<file path="src/rtl/frst_pkg.sv">
// shared types, constants and command/status bundles for the fenwick range-sum table
`default_nettype none

package frst_pkg;

	localparam int unsigned MAX_POSITIONS_DEF = 1024;
	localparam int unsigned SIZE_W = 11;
	localparam int unsigned IDX_W = 11;
	localparam int unsigned VAL_W = 32;
	localparam int unsigned SUM_W = 64;
	// width for index range checks, holds MAX_POSITIONS + 1 at the top of its range
	localparam int unsigned CHK_W = 18;
	localparam logic [SIZE_W-1:0] ACTIVE_SIZE_RESET = SIZE_W'(1024);

	typedef enum logic [1:0] {
		ACT_ADD   = 2'd0,
		ACT_QUERY = 2'd1,
		ACT_CLEAR = 2'd2,
		ACT_NONE  = 2'd3
	} frst_action_t;

	typedef enum logic [1:0] {
		WALK_ADD = 2'd0,
		WALK_QHI = 2'd1,
		WALK_QLO = 2'd2
	} frst_walk_t;

	typedef struct packed {
		logic       load;
		logic       walk_start;
		frst_walk_t walk_sel;
		logic       walk_step;
		logic       clr_start;
		logic       clr_step;
		logic       out_load;
	} frst_cmd_t;

	typedef struct packed {
		frst_action_t action;
		logic         item_ok;
		logic         walk_live;
		logic         clr_last;
		logic         out_busy;
	} frst_sts_t;

endpackage

`default_nettype wire

</file>
<file path="src/rtl/frst_ctrl.sv">
// controller state machine: sequences clear sweeps, tree walks and result hand-off
`default_nettype none

module frst_ctrl (
	input  wire logic                clk,
	input  wire logic                arst_n,
	input  wire logic                in_valid,
	output logic                     in_ready,
	input  wire frst_pkg::frst_sts_t sts,
	output frst_pkg::frst_cmd_t      cmd
);
	import frst_pkg::*;

	typedef enum logic [2:0] {
		S_INIT,
		S_IDLE,
		S_DECODE,
		S_CLEAR,
		S_WALK_ADD,
		S_WALK_QHI,
		S_WALK_QLO,
		S_DONE
	} state_t;

	state_t state_q;
	state_t state_d;

	always_comb begin
		cmd = '0;
		state_d = state_q;
		in_ready = 1'b0;
		case (state_q)
			S_INIT: begin
				cmd.clr_step = 1'b1;
				if (sts.clr_last) begin
					state_d = S_IDLE;
				end
			end
			S_IDLE: begin
				in_ready = 1'b1;
				if (in_valid) begin
					cmd.load = 1'b1;
					state_d = S_DECODE;
				end
			end
			S_DECODE: begin
				case (sts.action)
					ACT_ADD: begin
						if (sts.item_ok) begin
							cmd.walk_start = 1'b1;
							cmd.walk_sel = WALK_ADD;
							state_d = S_WALK_ADD;
						end else begin
							state_d = S_DONE;
						end
					end
					ACT_QUERY: begin
						if (sts.item_ok) begin
							cmd.walk_start = 1'b1;
							cmd.walk_sel = WALK_QHI;
							state_d = S_WALK_QHI;
						end else begin
							state_d = S_DONE;
						end
					end
					ACT_CLEAR: begin
						cmd.clr_start = 1'b1;
						state_d = S_CLEAR;
					end
					default: begin
						state_d = S_DONE;
					end
				endcase
			end
			S_CLEAR: begin
				cmd.clr_step = 1'b1;
				if (sts.clr_last) begin
					state_d = S_DONE;
				end
			end
			S_WALK_ADD: begin
				if (sts.walk_live) begin
					cmd.walk_step = 1'b1;
				end else begin
					state_d = S_DONE;
				end
			end
			S_WALK_QHI: begin
				if (sts.walk_live) begin
					cmd.walk_step = 1'b1;
				end else begin
					// second prefix walk is subtracted
					cmd.walk_start = 1'b1;
					cmd.walk_sel = WALK_QLO;
					state_d = S_WALK_QLO;
				end
			end
			S_WALK_QLO: begin
				if (sts.walk_live) begin
					cmd.walk_step = 1'b1;
				end else begin
					state_d = S_DONE;
				end
			end
			S_DONE: begin
				if (!sts.out_busy) begin
					cmd.out_load = 1'b1;
					state_d = S_IDLE;
				end
			end
			default: begin
				state_d = S_IDLE;
			end
		endcase
	end

	always_ff @(posedge clk or negedge arst_n) begin
		if (!arst_n) begin
			state_q <= S_INIT;
		end else begin
			state_q <= state_d;
		end
	end

`ifndef SYNTH
	a_step_live: assert property (@(posedge clk) disable iff (!arst_n)
		cmd.walk_step |-> sts.walk_live)
		else $error("walk step issued on a dead index");
	a_load_free: assert property (@(posedge clk) disable iff (!arst_n)
		cmd.out_load |-> !sts.out_busy)
		else $error("result register overwritten before its beat was taken");
	a_load_ready: assert property (@(posedge clk) disable iff (!arst_n)
		cmd.out_load |=> in_ready)
		else $error("not ready for a new beat after a result was loaded");
`endif

endmodule

`default_nettype wire

</file>
<file path="config.mk">
export PLATFORM = sky130hd
export DESIGN_NAME = frst_ctrl
export DESIGN_NICKNAME = d
export VERILOG_FILES = /design/src/rtl/frst_pkg.sv /design/src/rtl/frst_ctrl.sv
export SDC_FILE = /design/constraint.sdc
export NUM_CORES = 1
export LEC_CHECK = 0
export BUFFER_PORTS_ARGS = -buffer_cell sky130_fd_sc_hd__buf_4
export CAP_MARGIN = 30
export CORE_AREA = 2 2 39 41
export CTS_CLUSTER_DIAMETER = 150
export DETAILED_ROUTE_END_ITERATION = 6
export DIE_AREA = 0 0 41 43
export PLACE_DENSITY = 0.56
export SYNTH_ARGS = -nofsm -noshare
export SYNTH_HDL_FRONTEND = slang
export SYNTH_SLANG_ARGS = --single-unit
</file>
<file path="constraint.sdc">
create_clock -name clk -period 1.5 [get_ports clk]
set_input_delay 0.225 -clock clk [delete_from_list [all_inputs] [get_ports clk]]
set_output_delay 0.225 -clock clk [all_outputs]
set_load 0.005 [all_outputs]
</file>
## After elaboration in Yosys (flattened, before gate mapping)

Index checks and enable logic that the tools add are counted.

- Input port bits: 9
- Bits in latches: 0
- Register bits after elaboration: 3
- Bits in read-only memories: 0
- Word-level logic and storage cells: 47
- Output and inout bits: 9
- Bits in writable memories: 0
- Memories: 0

- $mul: 0
- Shift operators: 0
- Divide/modulo/power cells: 0
- Mux-type cells: 25
- Bitwise gates (word level): 0
- Reduce and logical (&&, ||, !) cells: 6
- Equal/unequal tests: 15
- Order comparisons: 0
- Add/subtract/negate cells: 0

Operators with widths:

| kind | number |
|---|---|
| $mux W3 | 9 |
| $pmux W3 S7 | 1 |
| $eq A3 B3 Y1 const B | 4 |
| $ne A2 B2 Y1 const B | 6 |
| $pmux W3 S2 | 2 |
| $mux W1 | 10 |
| $pmux W3 S3 | 1 |
| $eq A3 B2 Y1 const B | 2 |
| $reduce_and A6 Y1 | 1 |
| $mux W2 | 2 |
| $reduce_or A2 Y1 | 2 |
| $eq A3 B1 Y1 const B | 1 |
| $logic_not A3 Y1 | 1 |
| $reduce_or A3 Y1 | 1 |
| $eq A2 B1 Y1 const B | 1 |
| $eq A2 B2 Y1 const B | 1 |
| $logic_not A2 Y1 | 1 |

## Logic depth before layout (Yosys ltp)

- Depth in word-level cells: 4
- Mapped depth: 5
- Mapped depth without buffers: 5

## Worst setup path before layout

Ideal clock, no wire load.

- Path kind: register to output
- Start: reg state_q[1]
- End: out cmd[1] (netlist bit)
- Data arrival time: 897 ps
- Path slack: 378 ps
- Required time: 1,275 ps
- Buffers on the path: 1
- Cell stages (with the launch flop): 4
- Cells stage by stage: dfrtp_1 -> buf_2 -> or2_1 -> a21oi_1

RTL lines:

| item | RTL line | RTL |
|---|---|---|
| start, declared | frst_ctrl.sv:25 | `state_t state_q;` |
| start signal, assigned | frst_ctrl.sv:121 | `state_q <= state_d;` |
| end, declared | frst_ctrl.sv:10 | `output frst_pkg::frst_cmd_t cmd` |

==> qor.txt <==
Worst slew margin: 75.1%
Largest register FFs: 3
Mean Syn Cell Area: 8.57 um2
Ant. Diodes: 0
maximum root-to-sink buffer count: 2
Final setup violation count: 0
Mapped Cells: 47
worst hold path type: input pin to asynchronous set/reset pin
Core Rows: 14
CP arrival: 1.20 ns
top cell type's share of synthesized area: 18.6%
Synth Flop Type: dfrtp_1
Yosys cell types: 26
post-route setup TNS: 0 ns
Crit path max-delay family: flip-flops
global-route wire length before repair: 1480 um
H-tree depth: 1
post-synthesis mux area share: 2.48%
CP Launch Type: register
drt wl/cell: 11.5 um
clk slew on worst S/H paths: 0.04 ns
dominant cells by area after synthesis: dfrtp_1 19%, ha_1 12%, a21oi_1 6.2%
skew final: 0.00361 ns
vias: 440
outcome: finished clean
CP max-delay cell: dfrtp_2
Synth Area in Adders: 12.4%
Cell Area, Synth: 403 um2
Nets: 87
CP Data Required Time: 1.27 ns
CTS Buf Count: 3
Final period util: 95.3%
fmax: 700 MHz
largest net degree at the start of global routing: 15
Simple-Gate Fraction of Synth Area: 42.9%
Peak VDD IR: 0.494 mV
syn nets: 60
R2R Setup Slk: 0.15 ns
initial DRC count: 3
Post-synth EDFFs: 0
P_leak: 0.295 nW
Worst Tran Pin Value: 0.370 ns
share of cells above drive strength 1: 50.7%
Initial Utilization: 29.1%
Area Overhead vs Synth: 55.0%
pwr/cell area: 1410 nW/um2
largest family of logic cells by synthesized area: simple AND/OR/NAND/NOR gates
Pre-antenna DRT Iters: 4
Compound-Gate Fraction of Synth Area: 14.9%
WS Path Type: register to output pin
Tmin final: 1.43 ns
ANT nets after route: 0
Most flops, register: state_q
Die Ht: 43 um
clock latency at the later pin of the worst-skew pair: 0.24 ns
HPWL after DPL: 710 um
Via-to-Cell Ratio: 4.94
slowest stage delay, CP: 0.45 ns
asr flop ratio synth: 100%
Final Hold Viols: 0
Worst Path Max Fanout: 6
crit path capture type: output pin
post-synthesis xor/xnor area fraction: 0%
Filler Cell Count: 136
CORE AREA: 1380 um2
port bufs: 17
GRT Util Overall: 12.2%
# DRC: 0
cell breakdown of the critical path: or2_1 > a21oi_2 > buf_4
Final GP Congestion: 0.722
crit path buf inv count: 1
CTS sink cnt: 3
drt total wl: 1020 um
Synth top cells by count: 5 x a21oi_1, 5 x nor2_1, 4 x ha_1, 4 x nand2b_1, 3 x dfrtp_1
area leader, netlist: dfrtp_1
Synth Warn #: 0
TritonCTS clock tree: built
Root Buffer: clkbuf_4
Largest regs: state_q x3
register area share after synthesis: 18.6%
number of global-route vias before repair: 368
RSZ-0062 raised after global routing: no
Die ar.: 1760 um2
Slew Viols, Final: 0
number of synthesized register bits: 3
Ports: 18
total grt overflow: 0
max cap viols: 0
initial antenna violation count: 0
hold slack: 0.312 ns
chip width: 41 um
report_power, final:
part / switching, W / internal, W / total, W
Sequential: 0.0000913 / 0.000125 / 0.000216
Clock: 0.0000496 / 0.000100 / 0.000150
Combinational: 0.000217 / 0.000301 / 0.000517
per-stage QoR:
stage / std cells / util (%) / area, um2 / worst slack [ns] / total power, W
detailed placement: 77 / 37.8 / 523 / 0.164 / 0.000582
finish: 89 / 45.1 / 624 / 0.0712 / 0.000883
floorplan: 47 / - / 403 / 0.378 / 0.000480
CTS: 82 / 40.9 / 566 / 0.00535 / 0.000757
global placement: 77 / 37.8 / 523 / 0.157 / 0.000586
global route: 89 / 45.1 / 624 / 0.00821 / 0.000965
placed cells by master, fill, tap and decap left out:
| master | n |
|---|---|
| inv_1 | 2 |
| a21oi_2 | 2 |
| or3_1 | 1 |
| o21ai_1 | 1 |
| nor4_1 | 1 |
| clkbuf_1 | 1 |
| clkbuf_4 | 3 |
| dlygate4sd3_1 | 1 |
| and3b_1 | 1 |
| mux2i_1 | 1 |
| clkbuf_2 | 1 |
| a211oi_1 | 1 |
| o21ai_0 | 1 |
| nor4_2 | 2 |
| a21oi_1 | 4 |
| o2111ai_1 | 1 |
| and4_1 | 2 |
| dfrtp_2 | 3 |
| nand3b_1 | 1 |
| nor3b_4 | 1 |
| nor3_1 | 1 |
| buf_4 | 23 |
| and3_1 | 1 |
| nand2b_1 | 4 |
| nor2_4 | 1 |
| nand2b_4 | 1 |
| or2_1 | 1 |
| nand2_1 | 2 |
| nor2_1 | 4 |
| ha_1 | 4 |
layout make-up:
class / count / area, um2 / share of cell area [%]
Multi-Input combinational cell: 39 / 304 / 48.7
Timing Repair Buffer: 25 / 188 / 30.1
Sequential cell: 3 / 78.8 / 12.6
Clock buffer: 4 / 26.3 / 4.21
Tap cell: 16 / 20.0 / 3.21
Inverter: 2 / 7.51 / 1.20
what timing repair did:
action                     CTS  global route
setup endpoints to repair    5             2
buffers inserted             0             7
hold endpoints to repair     3             0
pin swaps                    0             0
gates resized for setup      4             2
hold buffers                 1             0
metal layers:
| metal | GRT usage, % | share of wire (%) | vias up |
|---|---|---|---|
| li1 | - | - | 225 |
| met1 | 14.8 | 43 | 195 |
| met2 | 18.8 | 48 | 20 |
| met3 | 5.24 | 9.1 | 0 |
| met4 | 4.00 | 0 | 0 |
| met5 | 0 | 0 | - |
final timing paths:
check,depth (start not counted),start,endpoint
min in group clk,3,sts[2],state_q[1]$_DFFE_PN0P_
worst max register to register,4,state_q[1]$_DFFE_PN0P_,state_q[0]$_DFFE_PN0P_
worst min-delay path,2,arst_n,state_q[0]$_DFFE_PN0P_
worst min register to register,3,state_q[1]$_DFFE_PN0P_,state_q[2]$_DFFE_PN0P_
worst max-delay path,3,state_q[0]$_DFFE_PN0P_,cmd[1]
max in group asynchronous,2,arst_n,state_q[1]$_DFFE_PN0P_
logic make-up (layout without fill, tap and decap cells):
kind of cell / Yosys count / in the layout
AO/OA/AOI/OAI: 10 / 10
AND/OR/NAND/NOR: 24 / 24
adder cells (fa/ha/maj): 4 / 4
buffers and inverters: 5 / 31
multiplexers: 1 / 1
flip-flops: 3 / 3
No activity file was read; power rests on OpenSTA's default activity.
